### config.mk
export PLATFORM = sky130hd
export DESIGN_NAME = dle_character_stuffing_framer_core
export DESIGN_NICKNAME = d
export VERILOG_FILES = /design/src/hdl/dlef_pkg.sv /design/src/hdl/dlef_front.sv /design/src/hdl/dlef_queue.sv /design/src/hdl/dlef_back.sv /design/src/hdl/dle_character_stuffing_framer_core.sv
export SDC_FILE = /design/constraint.sdc
export NUM_CORES = 1
export LEC_CHECK = 0
export BUFFER_PORTS_ARGS = -buffer_cell sky130_fd_sc_hd__buf_2
export CAP_MARGIN = 25
export CORE_MARGIN = 2
export CORE_UTILIZATION = 40
export CTS_CLUSTER_DIAMETER = 120
export DETAILED_ROUTE_END_ITERATION = 12
export PLACE_DENSITY_LB_ADDON = 0.08
export SLEW_MARGIN = 20
export SYNTH_ARGS = -nofsm -noshare
export SYNTH_HDL_FRONTEND = slang
export SYNTH_SLANG_ARGS = --single-unit
export TNS_END_PERCENT = 30
### constraint.sdc
create_clock -name clk -period 7.4 [get_ports clk]
set_input_delay 0.37 -clock clk [delete_from_list [all_inputs] [get_ports clk]]
set_output_delay 0.37 -clock clk [all_outputs]
set_load 0.1 [all_outputs]
### src/hdl/dlef_pkg.sv
package dlef_pkg;

    // Frame character constants
    localparam logic [7:0] CH_D = 8'h64;
    localparam logic [7:0] CH_L = 8'h6C;
    localparam logic [7:0] CH_E = 8'h65;
    localparam logic [7:0] CH_S = 8'h73;
    localparam logic [7:0] CH_T = 8'h74;
    localparam logic [7:0] CH_X = 8'h78;

    // Payload index saturates one past the longest frame
    localparam int MAX_LEN = 4096;
    localparam int IDX_W   = 13;
    localparam logic [IDX_W-1:0] IDX_SAT = IDX_W'(MAX_LEN + 1);

    // Configuration register indexes
    localparam logic CFG_STUFF_POSITION = 1'b0;
    localparam logic CFG_STUFF_CHAR     = 1'b1;

    // Work handed from front to back: what one input word turns into
    typedef struct packed {
        logic            open;    // emit opening delimiter first
        logic            fin;     // closes the frame
        logic [1:0]      cnt;     // payload characters to emit (0..3)
        logic            esc;     // first payload character gets a dle escape
        logic [2:0][7:0] chars;   // payload characters, slot 0 first
    } dlef_cmd_t;

endpackage

### src/hdl/dlef_front.sv
module dlef_front
    import dlef_pkg::*;
(
    input  logic      clk,
    input  logic      rst_n,
    input  logic      in_fire,
    input  logic [7:0] data_char,
    input  logic      is_final,
    output logic      push,
    output dlef_cmd_t push_cmd
);

    logic [1:0][7:0] la_reg, la_next;
    logic [1:0]      pend_reg, pend_next;
    logic            in_frame_reg, in_frame_next;
    logic [2:0][7:0] q;
    logic [1:0]      cnt;
    logic            q_dle;

    // Assemble the lookahead window with the new character
    always_comb
    begin
        q[0]  = (pend_reg != 2'd0) ? la_reg[0] : data_char;
        q[1]  = (pend_reg == 2'd2) ? la_reg[1] : data_char;
        q[2]  = data_char;
        cnt   = pend_reg + 2'd1;
        q_dle = (q[0] == CH_D) && (q[1] == CH_L) && (q[2] == CH_E);
    end

    // Classify the word into a command for the back end
    always_comb
    begin
        la_next       = la_reg;
        pend_next     = pend_reg;
        in_frame_next = in_frame_reg;
        push          = 1'b0;
        push_cmd.open  = !in_frame_reg;
        push_cmd.fin   = is_final;
        push_cmd.chars = q;
        push_cmd.cnt   = cnt;
        push_cmd.esc   = (cnt == 2'd3) && q_dle;
        if (in_fire)
        begin
            in_frame_next = !is_final;
            if (is_final)
            begin
                push      = 1'b1;
                pend_next = 2'd0;
                la_next   = '0;
            end
            else if (cnt == 2'd3)
            begin
                // Oldest character leaves, window slides by one
                push         = 1'b1;
                push_cmd.cnt = 2'd1;
                la_next[0]   = q[1];
                la_next[1]   = q[2];
                pend_next    = 2'd2;
            end
            else
            begin
                // Only fill the lookahead; an opening delimiter may still go out
                push             = !in_frame_reg;
                push_cmd.cnt     = 2'd0;
                la_next[pend_reg[0]] = data_char;
                pend_next        = cnt;
            end
        end
    end

    always_ff @(posedge clk or negedge rst_n)
    begin
        if (!rst_n)
        begin
            la_reg       <= '0;
            pend_reg     <= 2'd0;
            in_frame_reg <= 1'b0;
        end
        else
        begin
            la_reg       <= la_next;
            pend_reg     <= pend_next;
            in_frame_reg <= in_frame_next;
        end
    end

endmodule

### src/hdl/dlef_queue.sv
module dlef_queue
    import dlef_pkg::*;
(
    input  logic      clk,
    input  logic      rst_n,
    input  logic      push,
    input  dlef_cmd_t push_cmd,
    output logic      full,
    input  logic      pop,
    output logic      head_valid,
    output dlef_cmd_t head_cmd
);

    // Two-entry command queue
    dlef_cmd_t  mem [2];
    logic       wr_ptr_reg, rd_ptr_reg;
    logic [1:0] count_reg;

    assign full       = (count_reg == 2'd2);
    assign head_valid = (count_reg != 2'd0);
    assign head_cmd   = mem[rd_ptr_reg];

    always_ff @(posedge clk)
    begin
        if (push)
        begin
            mem[wr_ptr_reg] <= push_cmd;
        end
    end

    always_ff @(posedge clk or negedge rst_n)
    begin
        if (!rst_n)
        begin
            wr_ptr_reg <= 1'b0;
            rd_ptr_reg <= 1'b0;
            count_reg  <= 2'd0;
        end
        else
        begin
            if (push)
            begin
                wr_ptr_reg <= !wr_ptr_reg;
            end
            if (pop)
            begin
                rd_ptr_reg <= !rd_ptr_reg;
            end
            if (push && !pop)
            begin
                count_reg <= count_reg + 2'd1;
            end
            else if (pop && !push)
            begin
                count_reg <= count_reg - 2'd1;
            end
        end
    end

endmodule

### src/hdl/dlef_back.sv
module dlef_back
    import dlef_pkg::*;
(
    input  logic             clk,
    input  logic             rst_n,
    input  logic [IDX_W-1:0] stuff_position,
    input  logic [7:0]       stuff_char,
    input  logic             head_valid,
    input  dlef_cmd_t        head_cmd,
    output logic             pop,
    output logic             out_valid,
    input  logic             out_ready,
    output logic [7:0]       out_char,
    output logic             run_last,
    output logic             frame_end,
    output logic             position_error
);

    // Emission phases
    localparam logic [2:0] PH_OPEN  = 3'd0;
    localparam logic [2:0] PH_INS   = 3'd1;
    localparam logic [2:0] PH_ESC   = 3'd2;
    localparam logic [2:0] PH_CHR   = 3'd3;
    localparam logic [2:0] PH_CLOSE = 3'd4;

    dlef_cmd_t        cmd_reg;
    logic             busy_reg;
    logic [2:0]       phase_reg;
    logic [2:0]       step_reg;
    logic [1:0]       k_reg;
    logic [IDX_W-1:0] idx_reg, idx_next, idx_inc;
    logic             ins_reg, ins_next;

    logic             out_valid_reg;
    logic [7:0]       out_char_reg;
    logic             run_last_reg, frame_end_reg, pos_err_reg;

    logic             fire, phase_end;
    logic [2:0]       last_step;
    logic [7:0]       cur_char;
    logic             cont_done;
    logic [2:0]       cont_phase;
    logic [1:0]       cont_k;
    logic [3:0]       start_dec;

    // What a payload slot starts with: {done, phase}
    function automatic logic [3:0] slot_start(
        input dlef_cmd_t        c,
        input logic [1:0]       k,
        input logic [IDX_W-1:0] idx,
        input logic             ins,
        input logic [IDX_W-1:0] pos
    );
        logic hit;
        logic [3:0] r;
        hit = !ins && ({1'b0, pos} == ({1'b0, idx} + (IDX_W+1)'(1)));
        if (k < c.cnt)
        begin
            if (hit)
                r = {1'b0, PH_INS};
            else if ((k == 2'd0) && c.esc)
                r = {1'b0, PH_ESC};
            else
                r = {1'b0, PH_CHR};
        end
        else if (c.fin)
        begin
            r = hit ? {1'b0, PH_INS} : {1'b0, PH_CLOSE};
        end
        else
        begin
            r = {1'b1, PH_CLOSE};
        end
        return r;
    endfunction

    // Phase length and current character
    always_comb
    begin
        last_step = 3'd0;
        cur_char  = CH_D;
        unique case (phase_reg)
            PH_OPEN:
            begin
                last_step = 3'd5;
                case (step_reg)
                    3'd0:    cur_char = CH_D;
                    3'd1:    cur_char = CH_L;
                    3'd2:    cur_char = CH_E;
                    3'd3:    cur_char = CH_S;
                    3'd4:    cur_char = CH_T;
                    default: cur_char = CH_X;
                endcase
            end
            PH_INS:
            begin
                last_step = 3'd6;
                case (step_reg)
                    3'd0, 3'd4: cur_char = CH_D;
                    3'd1, 3'd5: cur_char = CH_L;
                    3'd3:       cur_char = stuff_char;
                    default:    cur_char = CH_E;
                endcase
            end
            PH_ESC:
            begin
                last_step = 3'd2;
                case (step_reg)
                    3'd0:    cur_char = CH_D;
                    3'd1:    cur_char = CH_L;
                    default: cur_char = CH_E;
                endcase
            end
            PH_CHR:
            begin
                last_step = 3'd0;
                cur_char  = cmd_reg.chars[k_reg];
            end
            PH_CLOSE:
            begin
                last_step = 3'd5;
                case (step_reg)
                    3'd0:       cur_char = CH_D;
                    3'd1:       cur_char = CH_L;
                    3'd2, 3'd3: cur_char = CH_E;
                    3'd4:       cur_char = CH_T;
                    default:    cur_char = CH_X;
                endcase
            end
            default:
            begin
                last_step = 3'd0;
                cur_char  = CH_D;
            end
        endcase
    end

    assign fire      = busy_reg && (!out_valid_reg || out_ready);
    assign phase_end = fire && (step_reg == last_step);
    assign idx_inc   = (idx_reg < IDX_SAT) ? idx_reg + IDX_W'(1) : idx_reg;

    // Index and insertion flag after this cycle's character
    always_comb
    begin
        idx_next = idx_reg;
        ins_next = ins_reg;
        if (phase_end)
        begin
            case (phase_reg) inside
                PH_OPEN, PH_CLOSE:
                begin
                    idx_next = '0;
                    ins_next = 1'b0;
                end
                PH_INS:  ins_next = 1'b1;
                PH_CHR:  idx_next = idx_inc;
                default: ins_next = ins_reg;
            endcase
        end
    end

    // Next phase once the current one ends
    always_comb
    begin
        logic [3:0] d;
        d          = 4'd0;
        cont_done  = 1'b0;
        cont_phase = phase_reg;
        cont_k     = k_reg;
        unique case (phase_reg)
            PH_OPEN:
            begin
                cont_k = 2'd0;
                d      = slot_start(cmd_reg, 2'd0, idx_next, ins_next, stuff_position);
            end
            PH_INS:
            begin
                d = slot_start(cmd_reg, k_reg, idx_next, ins_next, stuff_position);
            end
            PH_ESC:
            begin
                d = {1'b0, PH_CHR};
            end
            PH_CHR:
            begin
                cont_k = k_reg + 2'd1;
                d      = slot_start(cmd_reg, cont_k, idx_next, ins_next, stuff_position);
            end
            PH_CLOSE:
            begin
                d = {1'b1, PH_CLOSE};
            end
            default:
            begin
                d = {1'b1, PH_CLOSE};
            end
        endcase
        cont_done  = d[3];
        cont_phase = d[2:0];
    end

    assign start_dec = slot_start(head_cmd, 2'd0, idx_next, ins_next, stuff_position);
    assign pop = head_valid && (!busy_reg || (phase_end && cont_done));

    // Sequencer
    always_ff @(posedge clk or negedge rst_n)
    begin
        if (!rst_n)
        begin
            busy_reg  <= 1'b0;
            phase_reg <= PH_OPEN;
            step_reg  <= 3'd0;
            k_reg     <= 2'd0;
            idx_reg   <= '0;
            ins_reg   <= 1'b0;
        end
        else
        begin
            idx_reg <= idx_next;
            ins_reg <= ins_next;
            if (pop)
            begin
                busy_reg  <= 1'b1;
                step_reg  <= 3'd0;
                k_reg     <= 2'd0;
                phase_reg <= head_cmd.open ? PH_OPEN : start_dec[2:0];
            end
            else if (phase_end && cont_done)
            begin
                busy_reg <= 1'b0;
            end
            else if (phase_end)
            begin
                phase_reg <= cont_phase;
                k_reg     <= cont_k;
                step_reg  <= 3'd0;
            end
            else if (fire)
            begin
                step_reg <= step_reg + 3'd1;
            end
        end
    end

    always_ff @(posedge clk)
    begin
        if (pop)
        begin
            cmd_reg <= head_cmd;
        end
    end

    // Output register
    always_ff @(posedge clk or negedge rst_n)
    begin
        if (!rst_n)
        begin
            out_valid_reg <= 1'b0;
        end
        else if (fire)
        begin
            out_valid_reg <= 1'b1;
        end
        else if (out_ready)
        begin
            out_valid_reg <= 1'b0;
        end
    end

    always_ff @(posedge clk)
    begin
        if (fire)
        begin
            out_char_reg  <= cur_char;
            run_last_reg  <= phase_end && cont_done;
            frame_end_reg <= (phase_reg == PH_CLOSE) && phase_end;
            pos_err_reg   <= (phase_reg == PH_CLOSE) && phase_end && !ins_reg;
        end
    end

    assign out_valid      = out_valid_reg;
    assign out_char       = out_char_reg;
    assign run_last       = run_last_reg;
    assign frame_end      = frame_end_reg;
    assign position_error = pos_err_reg;

endmodule

### src/hdl/dle_character_stuffing_framer_core.sv
// DLE-STX / DLE-ETX character-stuffing framer.
// s_axis: one payload character per word in tdata, tlast marks the final one
// of a frame. m_axis: one character of the stuffed frame per word; tlast marks
// the last character caused by an input word, tuser flags the closing 'x'
// and a stuff position that never matched within the frame.
// cfg channel: index 0 writes the stuff position, index 1 the stuff
// character; always ready, write only while the block is idle.
// Input words are classified by a front end (two-character lookahead for the
// escape test) into commands that a back end sequencer expands through a
// two-entry command queue, one output character per cycle unless stalled.
// When the back end is idle, the first character of a word passes the command
// queue, the back end's command register and the output register. Throughput:
// one output character per cycle while the receiver accepts; input is taken
// every cycle while the queue has room.
// When the receiver stalls, the output register holds and the queue fills,
// then s_axis_tready drops. Reset clears the lookahead, the open-frame flag,
// the queue and the output; configuration returns to position 1, char 0.
module dle_character_stuffing_framer_core
    import dlef_pkg::*;
(
    input  logic        clk,
    input  logic        rst_n,
    // Configuration write
    input  logic        cfg_valid,
    output logic        cfg_ready,
    input  logic        cfg_index,
    input  logic [12:0] cfg_data,
    // Input stream
    input  logic        s_axis_tvalid,
    output logic        s_axis_tready,
    input  logic [7:0]  s_axis_tdata,   // [7:0] data_char
    input  logic        s_axis_tlast,   // is_final
    // Output stream
    output logic        m_axis_tvalid,
    input  logic        m_axis_tready,
    output logic [7:0]  m_axis_tdata,   // [7:0] out_char
    output logic        m_axis_tlast,   // run_last
    output logic [1:0]  m_axis_tuser    // [0] frame_end, [1] position_error
);

    logic [IDX_W-1:0] stuff_position_reg;
    logic [7:0]       stuff_char_reg;
    logic             in_fire, push, full, pop, head_valid;
    dlef_cmd_t        push_cmd, head_cmd;

    // Configuration registers
    assign cfg_ready = 1'b1;

    always_ff @(posedge clk or negedge rst_n)
    begin
        if (!rst_n)
        begin
            stuff_position_reg <= IDX_W'(1);
            stuff_char_reg     <= 8'd0;
        end
        else if (cfg_valid)
        begin
            unique case (cfg_index)
                CFG_STUFF_POSITION: stuff_position_reg <= cfg_data;
                CFG_STUFF_CHAR:     stuff_char_reg     <= cfg_data[7:0];
                default:            stuff_char_reg     <= stuff_char_reg;
            endcase
        end
    end

    assign s_axis_tready = !full;
    assign in_fire       = s_axis_tvalid && !full;

    dlef_front u_front (
        .clk       (clk),
        .rst_n     (rst_n),
        .in_fire   (in_fire),
        .data_char (s_axis_tdata),
        .is_final  (s_axis_tlast),
        .push      (push),
        .push_cmd  (push_cmd)
    );

    dlef_queue u_queue (
        .clk        (clk),
        .rst_n      (rst_n),
        .push       (push),
        .push_cmd   (push_cmd),
        .full       (full),
        .pop        (pop),
        .head_valid (head_valid),
        .head_cmd   (head_cmd)
    );

    dlef_back u_back (
        .clk            (clk),
        .rst_n          (rst_n),
        .stuff_position (stuff_position_reg),
        .stuff_char     (stuff_char_reg),
        .head_valid     (head_valid),
        .head_cmd       (head_cmd),
        .pop            (pop),
        .out_valid      (m_axis_tvalid),
        .out_ready      (m_axis_tready),
        .out_char       (m_axis_tdata),
        .run_last       (m_axis_tlast),
        .frame_end      (m_axis_tuser[0]),
        .position_error (m_axis_tuser[1])
    );

endmodule
# After elaboration in Yosys (flattened, before gate mapping)
# Memory sizes are Yosys's and may differ from the RTL's.
# Index checks and enable logic that the tools add are counted.
[classes]
n_div = 0
n_shift = 0
bitwise_logic = 1
eq_ne = 18
muxes = 67
magnitude_cmp = 8
reduce_logical = 50
n_addsub = 7
n_mul = 0
[op_table]
columns = ["operator", "count"]
rows = [
  ["$mux W13", 5],
  ["$pmux W8 S5", 1],
  ["$mux W3", 11],
  ["$mux W16", 2],
  ["$mux W8", 4],
  ["$mux W4", 7],
  ["$pmux W5 S5", 1],
  ["$eq A8 B7 Y1 const B", 3],
  ["$pmux W8 S3", 1],
  ["$mux W2", 10],
  ["$pmux W5 S4", 1],
  ["$mux W1", 17],
  ["$bmux W8 S2", 1],
  ["$bwmux W16", 1],
  ["$logic_and A1 B1 Y1", 16],
  ["$pmux W4 S4", 1],
  ["$add A13 B1 Y14 const B", 1],
  ["$eq A13 B14 Y1", 1],
  ["$add A13 B1 Y13 const B", 1],
  ["$lt A13 B13 Y1 const B", 1],
  ["$eq A3 B2 Y1 const B", 4],
  ["$reduce_bool A2 Y1", 6],
  ["$logic_not A1 Y1", 11],
  ["$eq A3 B3 Y1 const B", 3],
  ["other kinds (24)", 41],
]
[word_totals]
wordCells = 178
ff_bits = 107
ramBits = 58
romBits = 0
n_memories = 1
latchBits = 0
input_bits = 28
[memory_table]
columns = ["name", "words", "word_bits", "rd", "rd_clocked_by_memory_dff", "write_ports", "line_no", "source"]
rows = [
  ["u_queue.mem", 2, 29, 1, 0, 1, "dlef_queue.sv:15", "dlef_cmd_t mem [2];"],
]

# Depth between registers and ports, before layout
[logic_depth]
ltp_word = 19
mapped_depth = 16
depth_no_buf = 14

# Modules after synthesis
# From an unflattened synthesis, not the netlist that was laid out.
[unflattened]
hier_cells = 702
hier_area_um2 = 8652.0
[modules_own_cells]
columns = ["mod", "n_inst", "cells_each", "area_each_um2"]
rows = [
  ["dlef_back", 1, 416, 4105.2],
  ["dlef_queue", 1, 106, 2399.8],
  ["dlef_front", 1, 131, 1285.0],
  ["dle_character_stuffing_framer_core", 1, 49, 862.1],
]

# Worst setup path before layout
# OpenSTA, ideal clock, no wires.
[synth_path]
path_kind = "register to register"
start = "reg u_back.k_reg[0]"
end = "reg u_back.step_reg[1]"
t_required_ns = 7.278
path_stages_with_launch = 16
t_arrival_ns = 4.051
slack_ns = 3.227
setup_time_ns = 0.122
cell_sequence = "dfrtp_1 > buf_1 > inv_1 > ha_1 > ha_1 > a21oi_1 > a21o_1 > o21ai_0 > nor2b_1 > o21ai_0 > nand2_1 > o21ai_0 > inv_1 > clkbuf_1 > a21oi_1 > a32o_1"
[synth_between]
elab_chain_cells = 9
elab_cells_between_ends = 13
[synth_rtl]
columns = ["item", "line_no", "source"]
rows = [
  ["start: declaration", "dlef_back.sv:30", "logic [1:0] k_reg;"],
  ["start signal: assignment", "dlef_back.sv:235", "k_reg <= cont_k;"],
  ["$add A2 B1 Y2", "dlef_back.sv:186", "cont_k = k_reg + 2'd1;"],
  ["$lt A2 B2 Y1", "dlef_back.sv:57", "if (k < c.cnt)"],
  ["$mux W4", "dlef_back.sv:57", ""],
  ["$pmux W4 S4 (*)", "dlef_back.sv:170", "unique case (phase_reg)"],
  ["$logic_and A1 B1 Y1 (*)", "dlef_back.sv:203", "assign pop = head_valid && (!busy_reg || (phase_end && cont_done));"],
  ["$logic_or A1 B1 Y1 (*)", "dlef_back.sv:203", ""],
  ["$logic_and A1 B1 Y1 (*)", "dlef_back.sv:203", ""],
  ["net pop", "dle_character_stuffing_framer_core.sv:43", "logic in_fire, push, full, pop, head_valid;"],
  ["$ne A2 B2 Y1 (no line) / $reduce_bool A3 Y1 (equally long branches)", "-", ""],
  ["$reduce_and A2 Y1 (no line)", "-", ""],
  ["end signal: assignment", "dlef_back.sv:240", "step_reg <= step_reg + 3'd1;"],
  ["end: declaration", "dlef_back.sv:29", "logic [2:0] step_reg;"],
]
# Mark *: on every way through the listed nets, which the timed path passes. The rest lies on a longest branch.
# A chain may end at the register's enable or synchronous reset.

# Worst setup path after layout
[layout_path]
start = "reg u_back.phase_reg[1]"
end = "reg u_back.phase_reg[1]"
[layout_between]
elab_chain_cells = 15
elab_cells_between_ends = 39
[layout_rtl]
columns = ["item", "line_no", "source"]
rows = [
  ["start: declaration", "dlef_back.sv:28", "logic [2:0] phase_reg;"],
  ["start signal: assignment", "dlef_back.sv:226", "phase_reg <= head_cmd.open ? PH_OPEN : start_dec[2:0];"],
  ["start signal: assignment", "dlef_back.sv:234", "phase_reg <= cont_phase;"],
  ["$eq A3 B3 Y1 / $logic_not A3 Y1 (equally long branches)", "dlef_back.sv:82", "unique case (phase_reg)"],
  ["$reduce_or A2 Y1 (no line)", "-", ""],
  ["$pmux W3 S3", "dlef_back.sv:82", ""],
  ["$eq A3 B3 Y1", "dlef_back.sv:139", "assign phase_end = fire && (step_reg == last_step);"],
  ["$logic_and A1 B1 Y1", "dlef_back.sv:139", ""],
  ["$mux W13 (*)", "dlef_back.sv:147", "if (phase_end)"],
  ["net u_back.idx_next[0]", "dlef_back.sv:31", "logic [IDX_W-1:0] idx_reg, idx_next, idx_inc;"],
  ["$add A13 B1 Y14 (*)", "dlef_back.sv:56", "hit = !ins && ({1'b0, pos} == ({1'b0, idx} + (IDX_W+1)'(1)));"],
  ["$eq A13 B14 Y1 (*)", "dlef_back.sv:56", ""],
  ["$logic_and A1 B1 Y1 (*)", "dlef_back.sv:56", ""],
  ["$mux W4", "dlef_back.sv:59", "if (hit)"],
  ["$mux W4", "dlef_back.sv:57", ""],
  ["$pmux W4 S4", "dlef_back.sv:170", ""],
  ["$mux W3", "dlef_back.sv:232", "else if (phase_end)"],
  ["$mux W3", "dlef_back.sv:228", "else if (phase_end && cont_done)"],
  ["$mux W3 (*)", "dlef_back.sv:221", "if (pop)"],
]
# Mark *: on every way through the listed nets, which the timed path passes. The rest lies on a longest branch. The select of a mux whose other input is x is not followed.

==> metrics.txt <==
Max-Cap Viols 0; Worst-Skew Late Latency 0.43 ns; DP Worst Slack about 2.3 ns; Die H 149 um; CTS tree yes; Largest register FFs between 50 and 60; Post-route DRC 0; R2R cell count 12; R2R Path End u_back.phase_reg[1]$_DFFE_PN0P_; IO Port Bufs 40; Post-synth EDFFs slightly below 100; CTS root buffer clkbuf_16; global placer's final weighted congestion between 0.8 and 0.9; post-CTS sizing 0; hold path endpoint stuff_position_reg[11]$_DFFE_PN0P_; met1 wire length ~9.0 mm; Slew Viols, Final 0; worst vdd ir about 0.00016 V; WS Path Type flip-flop to flip-flop; Iter 0 DRT Violations ~420; post-layout net count 803; Cell variety after synth 83; Clk pin slew, worst setup/hold paths around 0.070 ns; met2 routed WL ~9.9 mm; setup ws final between 2 and 2.5 ns; Core Area 20,900 sq um; Cells on Worst Hold Path 3; Pwr Total 3.68 mW; clock skew 0.0154 ns; Post-CTS Setup Bufs 0; most common cell after layout, fill and taps aside edfxtp_1; Seq/Total Area, Yosys a little over half; Worst Path Required 7.70 ns; Leak around 3.6 nW; placed insts between 1,000 and 1,500; Final Cycle Share around 66%; top sig layer met4; grt ovf 0; Die X between 100 and 150 um; Seq cells post-synth 165; Cell Rows 53; Warnings, synthesis 0; fin crit period 4.92 ns; mapped cell area between 8000 and 9000 sq um; worst-margin pin slew 0.840 ns; CP Launch Type flip-flop; drt total wl 19.9 mm; All-Layer GR Usage roughly a fifth; Crit. End Element flip-flop; via density per instance 5.51; Num CTS Buffers 17; worst-case clock buffer depth 2; beginning of the worst register-to-register path u_back.phase_reg[1]$_DFFE_PN0P_; share of post-route cells with drive strength above 1 22.4%; Max Fanout on Critical Path 36; pwr/cell area around 390 nW/um^2; Synthesized Nets approximately 780; DP HPWL about 14 mm; TNS Setup 0 ns; status completed; R2R setup slack around 2.5 ns; antenna diode count 0; H-tree levels 4; first-pass GRT wire length around 32 mm; Detail Route Antenna Nets 0; syn_area_per_cell 11.6 sq um; RSZ-0062 raised after global routing no; # clock sinks between 150 and 200; Syn Inst Count ~730; final hold viol count 0; initial antenna violation count 0; Die ar. around 22,000 sq um; asr flop ratio synth about two fifths; Worst EP arrival roughly 5.2 ns; DR WL met3 715 um; Area growth syn-to-layout 12.0%; worst min-delay path startpoint cfg_data[11]; Layout Cells excl Fill 1,047; fmax between 200 and 250 MHz; Via Count 5,772; I/O Pins 42; First-pass DRT Iterations 8; Hold/Removal Path Class input pin to flip-flop; endpoints failing setup 0; number of global-route vias before repair approximately 5,700; most frequent cells in the layout 97 x edfxtp_1, 75 x nand2_1, 67 x dfrtp_1, 63 x mux2_2, 54 x o21ai_0; Starting Density 40.5%; Main synth FF type edfxtp_1; slew margin rel. around 44%; Routed wire per std cell 19.0 um; largest net degree at the start of global routing between 60 and 70
-- timing repair --
action                                  in CTS  in global routing
endpoints found under the setup margin       0                  0
hold endpoints to repair                     0                 34
hold buffers                                 0                  1
-- cell families after synthesis --
family	share of synthesized area, %
other cells	0.0443
simple gates	14.8
mux	10.0
flops	54.6
xor+xnor	1.66
buf+inv	3.65
fa+ha+maj	2.37
compound gates	12.9
-- power breakdown --
group / internal, mW / switching, mW / leakage [nW]
logic: 0.481 / 0.851 / 1.56
clock network: 0.468 / 0.410 / 0.286
registers: 1.28 / 0.191 / 1.73
-- synth_stat cells (all sizes together), types with 11 or more instances --
library cell,instances,area (sq um)
a21oi,27,135
ha,16,200
a22oi,14,110
buf,11,81.3
nor3,17,85.1
o21ai,56,284
dfrtp,67,1680
edfxtp,97,2910
nor2,37,139
mux2,63,709
inv,23,86.3
nand2,76,288
clkbuf,30,133
nand4,12,90.1
mux2i,14,140
-- through the flow --
step	utilization, %	hold slack [ns]	instance area, sq um
5_1_grt	45.3	0.138	9470
2_1_floorplan	-	0.0744	8460
6_report	45.3	0.145	9470
4_1_cts	45.1	0.127	9430
3_3_place_gp	42.3	0.459	8840
3_5_place_dp	42.3	0.465	8840
-- layout make-up --
class	count	area, sq um
Inverter	23	86.3
Sequential cell	165	4620
Fill cell	1936	11400
Timing Repair Buffer	50	300
Clock inverter	13	131
Tap cell	275	344
Clock buffer	19	454
Multi-Input combinational cell	502	3540
-- worst max path at each step --
stage / start / endpoint / slack [ns] / cells after the start
CTS: u_back.phase_reg[1]$_DFFE_PN0P_ / u_back.phase_reg[1]$_DFFE_PN0P_ / 2.30 / 12
finish: u_back.phase_reg[1]$_DFFE_PN0P_ / u_back.phase_reg[1]$_DFFE_PN0P_ / 2.48 / 12
global placement: u_back.phase_reg[1]$_DFFE_PN0P_ / u_back.phase_reg[1]$_DFFE_PN0P_ / 2.60 / 12
global route: u_back.phase_reg[1]$_DFFE_PN0P_ / u_back.phase_reg[1]$_DFFE_PN0P_ / 2.13 / 12
detailed placement: u_back.phase_reg[1]$_DFFE_PN0P_ / u_back.phase_reg[1]$_DFFE_PN0P_ / 2.32 / 11
floorplan: u_back.k_reg[0]$_DFFE_PN0P_ / u_back.step_reg[1]$_DFFE_PN0P_ / 3.23 / 15
-- metal layers --
| metal | vias up | global-route usage [%] |
|---|---|---|
| li1 | 2792 | - |
| met1 | 2855 | 24.6 |
| met2 | 108 | 31.7 |
| met3 | 17 | 3.72 |
| met4 | 0 | 4.86 |
| met5 | - | 0 |
-- worst max-delay path, stage by stage, from the launching register on --
cell	delay (ns)
dfrtp_1	0.56
buf_8	0.25
or2_1	0.45
o32ai_2	0.31
nand4_4	0.48
o31ai_1	0.60
ha_1	0.33
o221ai_2	0.14
nor3b_1	0.50
nor4bb_1	0.42
nor4_2	0.07
a221oi_2	0.49
o22ai_1	0.17
Note: power is estimated with default switching activity, not from simulation.
